==> src/rtl/sync_frame_deframer_crc16_core_assert.svh <==
// Assertion macros for the framed packet receiver core.
// Depends on nothing; define NO_ASSERTIONS to compile them out.
`ifndef SYNC_FRAME_DEFRAMER_CRC16_CORE_ASSERT_SVH
`define SYNC_FRAME_DEFRAMER_CRC16_CORE_ASSERT_SVH
`ifndef NO_ASSERTIONS
// Check a property on every clock edge outside reset
`define SFD_ASSERT(lbl, prop, msg) \
    lbl: assert property (@(posedge i_clk) disable iff (!i_rst_n) (prop)) \
        else $error(msg);
// Check that a condition in one cycle implies another in the next cycle
`define SFD_ASSERT_NEXT(lbl, ante, cons, msg) \
    lbl: assert property (@(posedge i_clk) disable iff (!i_rst_n) (ante) |=> (cons)) \
        else $error(msg);
`else
`define SFD_ASSERT(lbl, prop, msg)
`define SFD_ASSERT_NEXT(lbl, ante, cons, msg)
`endif
`endif

==> src/rtl/sfd_pkg.sv <==
// Shared constants and types for the framed packet receiver core.
// No dependencies; used by sfd_crc_unit and the top level.
package sfd_pkg;

    localparam int MAX_PAYLOAD = 32;
    localparam int BYTE_W      = 8;
    localparam int ADDR_W      = $clog2(MAX_PAYLOAD);
    localparam int LEN_W       = $clog2(MAX_PAYLOAD + 1);
    localparam int CRC_W       = 16;
    localparam int STEP_W      = 4;
    localparam int CFG_IDX_W   = 3;
    localparam int CFG_DATA_W  = 8;

    localparam logic [CRC_W-1:0]  CRC_INIT  = 16'hFFFF;
    localparam logic [CRC_W-1:0]  CRC_POLY  = 16'h1021;
    localparam logic [CRC_W-1:0]  CRC_TOP   = 16'h8000;
    localparam logic [STEP_W-1:0] CRC_STEPS = 4'd8;

    // Configuration register indexes
    localparam logic [CFG_IDX_W-1:0] CFG_HEADER_FIRST  = 3'd0;
    localparam logic [CFG_IDX_W-1:0] CFG_HEADER_SECOND = 3'd1;
    localparam logic [CFG_IDX_W-1:0] CFG_TAIL_FIRST    = 3'd2;
    localparam logic [CFG_IDX_W-1:0] CFG_TAIL_SECOND   = 3'd3;
    localparam logic [CFG_IDX_W-1:0] CFG_LENGTH_LIMIT  = 3'd4;

    // Frame parser phase
    typedef enum logic [8:0] {
        PH_HEAD0 = 9'b000000001,
        PH_HEAD1 = 9'b000000010,
        PH_ID    = 9'b000000100,
        PH_LEN   = 9'b000001000,
        PH_DATA  = 9'b000010000,
        PH_CRCL  = 9'b000100000,
        PH_CRCH  = 9'b001000000,
        PH_TAIL0 = 9'b010000000,
        PH_TAIL1 = 9'b100000000
    } t_phase;

    // Sequencer state
    typedef enum logic [3:0] {
        S_IDLE = 4'b0001,
        S_CRC  = 4'b0010,
        S_RD   = 4'b0100,
        S_LOAD = 4'b1000
    } t_seq;

    typedef struct packed {
        logic              start;
        logic              init;
        logic [BYTE_W-1:0] data;
    } t_crc_ctrl;

    typedef struct packed {
        logic             busy;
        logic [CRC_W-1:0] crc;
    } t_crc_stat;

endpackage

==> src/rtl/sync_frame_deframer_crc16_core.sv <==
// Framed packet receiver with CRC-16/CCITT-FALSE check, top level.
// Depends on sfd_pkg, sfd_crc_unit and the assertion macro header.
//
// Takes one received word per accepted input and parses frames of the form
// header, header, id, length, payload, CRC low, CRC high, tail, tail. Header,
// CRC and tail words are taken without a stall, and so is a length word above
// the limit. The id, an accepted length and each payload word start the
// bit-serial CRC unit, which shifts one bit per cycle; the input stalls until
// it is done. A good frame is delivered from the 32-entry payload memory one
// result word at a time (memory read, then output register load, which waits
// while the output is stalled); the input stalls during that run, and a
// zero-length frame gives a single result marked empty. The output register
// lets the next frame start while the final result still waits to be taken.
`include "sync_frame_deframer_crc16_core_assert.svh"
module sync_frame_deframer_crc16_core (
    input  logic                           i_clk,
    input  logic                           i_rst_n,
    input  logic                           i_cfg_we,
    input  logic [sfd_pkg::CFG_IDX_W-1:0]  i_cfg_index,
    input  logic [sfd_pkg::CFG_DATA_W-1:0] i_cfg_data,
    input  logic                           i_valid,
    output logic                           o_stall,
    input  logic [sfd_pkg::BYTE_W-1:0]     i_rx_byte,
    output logic                           o_valid,
    input  logic                           i_stall,
    output logic [sfd_pkg::BYTE_W-1:0]     o_frame_tag,
    output logic [sfd_pkg::LEN_W-1:0]      o_payload_length,
    output logic [sfd_pkg::BYTE_W-1:0]     o_payload_byte,
    output logic [sfd_pkg::ADDR_W-1:0]     o_byte_position,
    output logic                           o_has_data,
    output logic                           o_last
);
    import sfd_pkg::*;

    // Configuration registers
    logic [BYTE_W-1:0] r_header_first;
    logic [BYTE_W-1:0] r_header_second;
    logic [BYTE_W-1:0] r_tail_first;
    logic [BYTE_W-1:0] r_tail_second;
    logic [LEN_W-1:0]  r_length_limit;

    // Parser and sequencer state
    t_phase            r_phase, n_phase;
    t_seq              r_seq, n_seq;
    logic [BYTE_W-1:0] r_id_byte, n_id_byte;
    logic [LEN_W-1:0]  r_length, n_length;
    logic [LEN_W-1:0]  r_taken, n_taken;
    logic [CRC_W-1:0]  r_rx_crc, n_rx_crc;
    logic [ADDR_W-1:0] r_rd_idx, n_rd_idx;
    logic              r_empty, n_empty;
    logic              r_o_valid, n_o_valid;

    // Payload memory
    logic [BYTE_W-1:0] r_mem [MAX_PAYLOAD];
    logic [BYTE_W-1:0] r_rd_data;

    // Output payload registers
    logic [BYTE_W-1:0] r_o_tag;
    logic [LEN_W-1:0]  r_o_len;
    logic [BYTE_W-1:0] r_o_byte;
    logic [ADDR_W-1:0] r_o_pos;
    logic              r_o_has;
    logic              r_o_last;

    logic              in_acc;
    logic              out_free;
    logic              mem_we;
    logic              load_out;
    logic              ld_last;
    logic [LEN_W-1:0]  eff_limit;
    t_crc_ctrl         crc_ctrl;
    t_crc_stat         crc_stat;

    sfd_crc_unit u_crc (
        .i_clk   (i_clk),
        .i_rst_n (i_rst_n),
        .i_ctrl  (crc_ctrl),
        .o_stat  (crc_stat)
    );

    assign in_acc   = i_valid && (r_seq == S_IDLE);
    assign out_free = !r_o_valid || !i_stall;
    assign ld_last  = r_empty || ((LEN_W'(r_rd_idx) + LEN_W'(1)) == r_length);
    assign eff_limit = (r_length_limit > LEN_W'(MAX_PAYLOAD)) ? LEN_W'(MAX_PAYLOAD)
                                                              : r_length_limit;

    // Parse accepted words and run the sequencer
    always_comb begin
        n_phase    = r_phase;
        n_seq      = r_seq;
        n_id_byte  = r_id_byte;
        n_length   = r_length;
        n_taken    = r_taken;
        n_rx_crc   = r_rx_crc;
        n_rd_idx   = r_rd_idx;
        n_empty    = r_empty;
        mem_we     = 1'b0;
        load_out   = 1'b0;
        crc_ctrl.start = 1'b0;
        crc_ctrl.init  = 1'b0;
        crc_ctrl.data  = i_rx_byte;

        unique case (r_seq)
            S_IDLE: begin
            end
            S_CRC: begin
                if (!crc_stat.busy) begin
                    n_seq = S_IDLE;
                end
            end
            S_RD: begin
                n_seq = S_LOAD;
            end
            S_LOAD: begin
                if (out_free) begin
                    load_out = 1'b1;
                    if (ld_last) begin
                        n_seq = S_IDLE;
                    end else begin
                        n_rd_idx = r_rd_idx + ADDR_W'(1);
                        n_seq    = S_RD;
                    end
                end
            end
            default: begin
                n_seq = S_IDLE;
            end
        endcase

        if (in_acc) begin
            unique case (r_phase)
                PH_HEAD0: begin
                    if (i_rx_byte == r_header_first) begin
                        n_phase = PH_HEAD1;
                        n_taken = '0;
                    end
                end
                PH_HEAD1: begin
                    n_phase = (i_rx_byte == r_header_second) ? PH_ID : PH_HEAD0;
                end
                PH_ID: begin
                    n_id_byte      = i_rx_byte;
                    crc_ctrl.start = 1'b1;
                    crc_ctrl.init  = 1'b1;
                    n_seq          = S_CRC;
                    n_phase        = PH_LEN;
                end
                PH_LEN: begin
                    if (i_rx_byte > {{(BYTE_W - LEN_W){1'b0}}, eff_limit}) begin
                        n_phase = PH_HEAD0;
                    end else begin
                        n_length       = i_rx_byte[LEN_W-1:0];
                        crc_ctrl.start = 1'b1;
                        n_seq          = S_CRC;
                        n_phase        = (i_rx_byte == '0) ? PH_CRCL : PH_DATA;
                    end
                end
                PH_DATA: begin
                    mem_we         = 1'b1;
                    n_taken        = r_taken + LEN_W'(1);
                    crc_ctrl.start = 1'b1;
                    n_seq          = S_CRC;
                    if ((r_taken + LEN_W'(1)) >= r_length) begin
                        n_phase = PH_CRCL;
                    end
                end
                PH_CRCL: begin
                    n_rx_crc = {{(CRC_W - BYTE_W){1'b0}}, i_rx_byte};
                    n_phase  = PH_CRCH;
                end
                PH_CRCH: begin
                    n_rx_crc = {i_rx_byte, r_rx_crc[BYTE_W-1:0]};
                    n_phase  = PH_TAIL0;
                end
                PH_TAIL0: begin
                    n_phase = (i_rx_byte == r_tail_first) ? PH_TAIL1 : PH_HEAD0;
                end
                PH_TAIL1: begin
                    // Start the result run on a good frame, drop it otherwise
                    if (i_rx_byte == r_tail_second && crc_stat.crc == r_rx_crc) begin
                        n_rd_idx = '0;
                        n_empty  = (r_length == '0);
                        n_seq    = (r_length == '0) ? S_LOAD : S_RD;
                    end
                    n_phase = PH_HEAD0;
                    n_taken = '0;
                end
                default: begin
                    n_phase = PH_HEAD0;
                    n_taken = '0;
                end
            endcase
        end

        // Drop the output word once taken unless a new one replaces it
        if (load_out) begin
            n_o_valid = 1'b1;
        end else if (r_o_valid && !i_stall) begin
            n_o_valid = 1'b0;
        end else begin
            n_o_valid = r_o_valid;
        end
    end

    // Control registers
    always_ff @(posedge i_clk) begin
        if (!i_rst_n) begin
            r_phase    <= PH_HEAD0;
            r_seq      <= S_IDLE;
            r_id_byte  <= '0;
            r_length   <= '0;
            r_taken    <= '0;
            r_rx_crc   <= '0;
            r_rd_idx   <= '0;
            r_empty    <= 1'b0;
            r_o_valid  <= 1'b0;
        end else begin
            r_phase    <= n_phase;
            r_seq      <= n_seq;
            r_id_byte  <= n_id_byte;
            r_length   <= n_length;
            r_taken    <= n_taken;
            r_rx_crc   <= n_rx_crc;
            r_rd_idx   <= n_rd_idx;
            r_empty    <= n_empty;
            r_o_valid  <= n_o_valid;
        end
    end

    // Configuration writes; unknown indexes are ignored
    always_ff @(posedge i_clk) begin
        if (!i_rst_n) begin
            r_header_first  <= 8'hAA;
            r_header_second <= 8'h55;
            r_tail_first    <= 8'h55;
            r_tail_second   <= 8'hAA;
            r_length_limit  <= LEN_W'(32);
        end else if (i_cfg_we) begin
            unique case (i_cfg_index)
                CFG_HEADER_FIRST:  r_header_first  <= i_cfg_data;
                CFG_HEADER_SECOND: r_header_second <= i_cfg_data;
                CFG_TAIL_FIRST:    r_tail_first    <= i_cfg_data;
                CFG_TAIL_SECOND:   r_tail_second   <= i_cfg_data;
                CFG_LENGTH_LIMIT:  r_length_limit  <= i_cfg_data[LEN_W-1:0];
                default: begin
                end
            endcase
        end
    end

    // Payload memory: write while parsing, registered read for the run
    always_ff @(posedge i_clk) begin
        if (mem_we) begin
            r_mem[r_taken[ADDR_W-1:0]] <= i_rx_byte;
        end
    end

    always_ff @(posedge i_clk) begin
        r_rd_data <= r_mem[r_rd_idx];
    end

    // Load the output word
    always_ff @(posedge i_clk) begin
        if (load_out) begin
            r_o_tag  <= r_id_byte;
            r_o_len  <= r_empty ? '0 : r_length;
            r_o_byte <= r_empty ? '0 : r_rd_data;
            r_o_pos  <= r_empty ? '0 : r_rd_idx;
            r_o_has  <= !r_empty;
            r_o_last <= ld_last;
        end
    end

    assign o_stall          = (r_seq != S_IDLE);
    assign o_valid          = r_o_valid;
    assign o_frame_tag      = r_o_tag;
    assign o_payload_length = r_o_len;
    assign o_payload_byte   = r_o_byte;
    assign o_byte_position  = r_o_pos;
    assign o_has_data       = r_o_has;
    assign o_last           = r_o_last;

    // No word is taken while the CRC unit is still shifting
    `SFD_ASSERT(a_no_accept_busy, !(in_acc && crc_stat.busy), "word accepted while CRC busy")
    // An empty-frame result is alone and carries zeros
    `SFD_ASSERT(a_empty_result,
        !(o_valid && !o_has_data) || (o_last && o_payload_byte == '0 && o_payload_length == '0),
        "bad empty result")
    // Byte positions stay inside the frame length
    `SFD_ASSERT(a_pos_in_range,
        !(o_valid && o_has_data) || (LEN_W'(o_byte_position) < o_payload_length),
        "position out of range")
    // A result load leaves a valid word in the output register
    `SFD_ASSERT_NEXT(a_load_valid, load_out, o_valid, "loaded word not valid")

endmodule

==> src/rtl/sfd_crc_unit.sv <==
// Bit-serial CRC-16 unit (poly 0x1021, MSB first): one bit per cycle.
// Depends on sfd_pkg for widths, constants and the control/status structs.
module sfd_crc_unit (
    input  logic               i_clk,
    input  logic               i_rst_n,
    input  sfd_pkg::t_crc_ctrl i_ctrl,
    output sfd_pkg::t_crc_stat o_stat
);
    import sfd_pkg::*;

    logic [CRC_W-1:0]  r_crc;
    logic [STEP_W-1:0] r_bits;
    logic [CRC_W-1:0]  base;
    logic [CRC_W-1:0]  feed;
    logic [CRC_W-1:0]  step;

    // Fold the new byte into the high half, then shift one bit per cycle
    always_comb begin
        base = i_ctrl.init ? CRC_INIT : r_crc;
        feed = base ^ {i_ctrl.data, {(CRC_W - BYTE_W){1'b0}}};
        if ((r_crc & CRC_TOP) != '0) begin
            step = (r_crc << 1) ^ CRC_POLY;
        end else begin
            step = r_crc << 1;
        end
    end

    always_ff @(posedge i_clk) begin
        if (!i_rst_n) begin
            r_crc  <= CRC_INIT;
            r_bits <= '0;
        end else if (i_ctrl.start) begin
            r_crc  <= feed;
            r_bits <= CRC_STEPS;
        end else if (r_bits != '0) begin
            r_crc  <= step;
            r_bits <= r_bits - STEP_W'(1);
        end
    end

    assign o_stat.busy = (r_bits != '0);
    assign o_stat.crc  = r_crc;

endmodule

==> config.mk <==
export PLATFORM = sky130hd
export DESIGN_NAME = sync_frame_deframer_crc16_core
export DESIGN_NICKNAME = d
export VERILOG_FILES = /design/src/rtl/sfd_pkg.sv /design/src/rtl/sync_frame_deframer_crc16_core.sv /design/src/rtl/sfd_crc_unit.sv
export VERILOG_INCLUDE_DIRS = /design/src /design/src/rtl
export SDC_FILE = /design/constraint.sdc
export NUM_CORES = 1
export LEC_CHECK = 0
export ABC_AREA = 1
export BUFFER_PORTS_ARGS = -buffer_cell sky130_fd_sc_hd__clkbuf_2
export CAP_MARGIN = 20
export CELL_PAD_IN_SITES_DETAIL_PLACEMENT = 0
export CELL_PAD_IN_SITES_GLOBAL_PLACEMENT = 1
export CORE_ASPECT_RATIO = 1.1
export CORE_MARGIN = 2
export CORE_UTILIZATION = 53
export DETAILED_ROUTE_END_ITERATION = 8
export PLACE_DENSITY = 0.86
export SETUP_SLACK_MARGIN = 0.4
export SYNTH_ARGS = -nofsm -noshare
export SYNTH_HDL_FRONTEND = slang
export SYNTH_SLANG_ARGS = --single-unit
==> constraint.sdc <==
create_clock -name i_clk -period 4.8 [get_ports i_clk]
set_clock_uncertainty 0.15 [all_clocks]
set_input_delay 0.48 -clock i_clk [delete_from_list [all_inputs] [get_ports i_clk]]
set_output_delay 0.48 -clock i_clk [all_outputs]
set_load 0.02 [all_outputs]
* After elaboration in Yosys (flattened, before gate mapping)
Memory sizes are Yosys's and may differ from the RTL's. A register that Yosys moved wholly into a read port is not among the register bits.
Cells that the tools add are included.
** Word-level totals
- Memory bits (writable) :: 256
- Memories :: 1
- Word-level logic and storage cells :: 138
- Bits of input ports :: 24
- Bits in registers :: 143
** Memories
- r_mem :: depth 32, width 8, rd ports 1, clocked after Yosys merged registers in 1, wr ports 1, line sync_frame_deframer_crc16_core.sv:54 : logic [BYTE_W-1:0] r_mem [MAX_PAYLOAD];
** Cells by class
- $add $sub $neg :: 4
- Eq/ne operators :: 26
- Bitwise gates (word level) :: 6
- Reduce and logical (&&, ||, !) cells :: 30
- Muxes and demuxes :: 44
- $lt $le $gt $ge :: 3
** Operators with widths (count)
- case mux 9 bit (8 select lines) :: 1
- 2-to-1 mux 16 bit :: 3
- equality test 8 bit :: 4
- 2-to-1 mux 4 bit :: 8
- case mux 16 bit (2 select lines) :: 1
- 2-to-1 mux 5 bit :: 6
- 2-to-1 mux 9 bit :: 3
- 2-to-1 mux 6 bit :: 4
- case mux 6 bit (3 select lines) :: 1
- equality test 16 bit :: 1
- case mux 4 bit (4 select lines) :: 1
- XOR 16 bit :: 1
- AND reduction 3 bit :: 5
- AND reduction 2 bit :: 7
- 2-to-1 mux 13 bit :: 1
- case mux 4 bit (3 select lines) :: 1
- 2-to-1 mux 1 bit :: 10
- equality test 9 x 1 -> 1 bit, second input constant :: 1
- equality test 9 x 2 -> 1 bit, second input constant :: 1
- equality test 9 x 3 -> 1 bit, second input constant :: 1
- equality test 9 x 4 -> 1 bit, second input constant :: 1
- equality test 9 x 5 -> 1 bit, second input constant :: 1
- equality test 9 x 6 -> 1 bit, second input constant :: 1
- equality test 9 x 7 -> 1 bit, second input constant :: 1
- other kinds (34) :: 48

* Depth between registers and ports, before layout
- Word-level depth :: 9
- Gate-level depth with buffers :: 16
- Gate-level depth less buffers :: 15

* Modules after synthesis
A second synthesis with hierarchy kept.
** Second synthesis, totals
- Cell total of the unflattened synthesis :: 1854
- Area total of the unflattened synthesis :: 18012.3 um^2
** Modules (own cells, without submodules)
- sync_frame_deframer_crc16_core :: instances 1, area an instance 16910.0 um^2, cells each 1695
- sfd_crc_unit :: instances 1, area an instance 1102.3 um^2, cells each 159

* Worst setup path before layout
OpenSTA, ideal clock, no wires.
- Path kind :: flip-flop to flip-flop
- From :: register r_taken[2]
- To :: register r_phase[4]
- Stages on the path, launching flop included :: 13
- Clock period less this slack :: 2.359 ns
- Required time :: 4.522 ns
- Setup slack :: 2.441 ns
- Path buffers :: 2
- Arrival time :: 2.082 ns
- Path through :: dfxtp_1 -> clkbuf_1 -> nand3_1 -> nor2_1 -> xor2_1 -> ha_1 -> nand2_1 -> or3_1 -> nand3_1 -> nand3_2 -> buf_4 -> o21ai_0 -> nor2_1
** On the way
- Longest elaborated chain between the ends :: 4
** RTL lines
- start: declaration :: line sync_frame_deframer_crc16_core.sv:47 : logic [LEN_W-1:0] r_taken, n_taken;
- start signal: assignment :: line sync_frame_deframer_crc16_core.sv:222 : r_taken <= n_taken;
- adder 6 x 1 -> 6 bit :: line sync_frame_deframer_crc16_core.sv:163 : if ((r_taken + LEN_W'(1)) >= r_length) begin
- >= comparator 6 bit :: line sync_frame_deframer_crc16_core.sv:163
- != test 2 bit (no source line)
- AND reduction 3 bit (no source line)
- end signal: assignment :: line sync_frame_deframer_crc16_core.sv:218 : r_phase <= n_phase;
- end: declaration :: line sync_frame_deframer_crc16_core.sv:43 : t_phase r_phase, n_phase;
No other way between the ends.
A chain may end at the register's enable or synchronous reset.

* Worst setup path after layout
- From :: register r_taken[2]
- To :: register r_phase[6]
Same word-level chain as after synthesis.

==> summary.md <==
| Metric | Value |
|---|---|
| Worst reg2reg path startpoint | r_taken[2] |
| Initial DRC Count | 1296 |
| Worst flop-to-flop path endpoint | r_phase[6] |
| Final net count | 1776 |
| Final cycle utilization of the critical path | 0.626 |
| Max-slew violation count | 0 |
| Total track usage | 0.254 |
| CTS tree | yes |
| Vias in the first global route | 12160 |
| DRC violations left | 0 |
| Post-CTS Resized | 0 |
| Post-layout min period | 3010 ps |
| CTS clock-pin slew for the worst setup and hold paths | 60 ps |
| Critical Path Slowest Stage Cell | dfxtp_1 |
| Initial antenna violation count | 1 |
| Worst-Margin Slew | 947 ps |
| Die height | 195 um |
| Avg Synthesized Cell Area | 10.3 sq um |
| RSZ-0062 raised after global routing | false |
| CP endpoint kind | register |
| Setup Viol. Count Final | 0 |
| Clk buf depth | 3 |
| Critical Path Max Stage Delay | 500 ps |
| Status | completed |
| Critical Path RT | 5100 ps |
| Worst Hold Class | input pin to register |
| Largest net degree at the start of global routing | 88 |
| Yosys reg bits | 407 |
| Worst Path Max Fanout | 12 |
| Syn Nets | 1753 |
| Layout area overhead | 10.5% |
| Num Clock Sinks | 407 |
| Num CTS Buffers | 41 |
| Leak pwr | 7.15 nW |
| Hold Fails Final Rpt | 0 |
| CP endpoint | r_phase[6] |
| Synth warn | 0 |
| R2R setup slack | 1790 ps |
| Die area | 34700 sq um |
| Distinct cells, synth | 43 |
| Die W | 178 um |
| H-tree Lvls | 2 |
| Placer Congestion | 0.834 |
| Critical path launch point type | register |
| Post-route ant nets | 0 |
| Hold slack | 96.0 ps |
| Top Ports | 55 |
| # diodes | 0 |
| MaxCap Viol Count | 0 |
| Cell Pwr Density | 432 nW/um^2 |
| WL final | 43.4 mm |
| CP startpoint | r_taken[2] |
| Root Driver | clkbuf_16 |
| Fin Setup TNS | 0 ps |
| Layout cells sized above 1 | 0.103 |
| Fillers | 2730 |
| Clock Latency Late Sink | 540 ps |
| Core Area | 33000 sq um |
| GR Overflow Total | 0 |
| Critical-path cell list | inv_1, nor2_1, a21oi_1, ha_1, nand2_1, or3_1, nand3_1, nand3_2, inv_1, nand2_1, a21oi_1 |
| Worst R2R Path Depth | 11 |
| CTS Hold Bufs | 0 |
| First-pass DRT Iterations | 5 |
| Setup bufs post-CTS | 0 |
| Post-synthesis sequential area ratio | 0.624 |
| Final HPWL DP | 27.0 mm |
| Port Buf Inserts | 54 |
| Rel. slew slack | 0.366 |
| VDD IR max | 0.301 mV |
| Vias/cell | 5.70 |
| CP delay by family, top | simple AND/OR/NAND/NOR gates |
| Synthesized cell area | 17600 sq um |
| Vias | 12531 |
| Wire length of the first global-routing pass | 68.0 mm |
| Setup Crit Path Kind | register to register |
| Standard-cell row count | 70 |
| Fmax achieved | 333 MHz |
| Worst path depth | 11 |
| Routed length per instance | 19.7 um |
| CP arrival | 3300 ps |
| CP Buf/Inv Count | 2 |
| Post-Syn Instances | 1711 |
| Initial Utilization | 0.534 |
## how the worst min path moves through the flow
stage | from | end | slack, ps | cells after the start
global placement | r_id_byte[0] | o_frame_tag[0] | 260 | 0
floorplan | r_id_byte[0] | o_frame_tag[0] | 250 | 0
CTS | i_cfg_data[5] | r_header_first[5] | 80 | 3
global route | i_cfg_data[0] | r_header_second[0] | 90 | 3
detailed placement | r_id_byte[4] | o_frame_tag[4] | 260 | 0
finish | i_cfg_data[5] | r_header_first[5] | 100 | 3
## synth_stat cells (all sizes together)
cell,count,area share
and2,2,0.00071
ha,18,0.013
xor2,17,0.0084
a211oi,1,0.00043
inv,88,0.019
a21oi,55,0.016
clkinv,3,0.00071
xnor2,36,0.018
clkbuf,47,0.010
o221ai,46,0.023
o22ai,15,0.0053
nand2,235,0.052
dfxtp,122,0.14
nand3,106,0.035
nand4,39,0.014
nor3,21,0.0072
o21ai,215,0.062
o211ai,1,0.00043
nor2,305,0.070
edfxtp,285,0.49
buf,49,0.020
or2,1,0.00036
nor4,1,0.00036
a31oi,2,0.00071
or3,1,0.00036
## per-stage QoR
stage	instances	total power, W	setup slack, ps	utilization	instance area, sq um
after floorplan	1711	0.00500	2440	-	17600
after global placement	2121	0.00524	1620	0.547	18100
after detailed placement	2121	0.00527	1540	0.547	18100
after CTS	2197	0.00845	1830	0.589	19400
after global routing	2199	0.00877	1520	0.590	19500
final	2199	0.00842	1790	0.590	19500
## layer usage
| layer | track usage | vias to the layer above | share of wire |
|---|---|---|---|
| met2 | 0.424 | 398 | 0.49 |
| met1 | 0.333 | 5997 | 0.41 |
| li1 | - | 6033 | - |
| met3 | 0.0374 | 101 | 0.056 |
| met4 | 0.104 | 2 | 0.041 |
| met5 | 0 | - | 0.00021 |
## logic make-up after synthesis
| group | after synthesis | synth area share |
|---|---|---|
| and+or+nand+nor | 711 | 0.180 |
| adders and majority gates | 18 | 0.0128 |
| DFF | 407 | 0.624 |
| buffers and inverters | 187 | 0.0492 |
| AOI/OAI and AO/OA | 335 | 0.107 |
| xor gates and xnor gates | 53 | 0.0263 |
## power breakdown
| part | total (W) | switching [W] | internal, W |
|---|---|---|---|
| Combinational | 0.00116 | 0.000741 | 0.000421 |
| Clock | 0.00321 | 0.00129 | 0.00192 |
| Sequential | 0.00405 | 0.000165 | 0.00388 |
## registers in the layout, indices dropped and copies added, names as in the netlist, 9 cells and up
register	flops
r_mem	256
r_phase	9
r_rx_crc	16
u_crc.r_crc	16
## layout make-up
type	instances	area, sq um	share of cell area
sequential	407	11000	0.565
tap	432	541	0.0277
clock inverter	16	179	0.00918
timing repair buffer	76	468	0.0240
inverter	91	347	0.0178
clock buffer	60	1180	0.0606
multi-input combinational	1117	5760	0.296
## worst reg2reg max path: stages (launching register included)
cell and delay, ps:
dfxtp_1 500, inv_1 180, nor2_1 320, a21oi_1 180
ha_1 300, nand2_1 70, or3_1 410, nand3_1 120
nand3_2 210, inv_1 280, nand2_1 90, a21oi_1 130
## cell usage in the layout (no fill, tap or decap), types with 20 or more instances in the layout
master,instances
edfxtp_1,285
clkbuf_2,54
nand2_1,228
nand4_1,39
dfxtp_1,120
o21ai_0,194
xnor2_1,36
clkbuf_16,43
nor2_1,290
o221ai_1,46
nand3_1,96
inv_1,79
o21ai_1,20
buf_4,20
a21oi_1,54
Note: power is estimated with default switching activity, not from simulation.
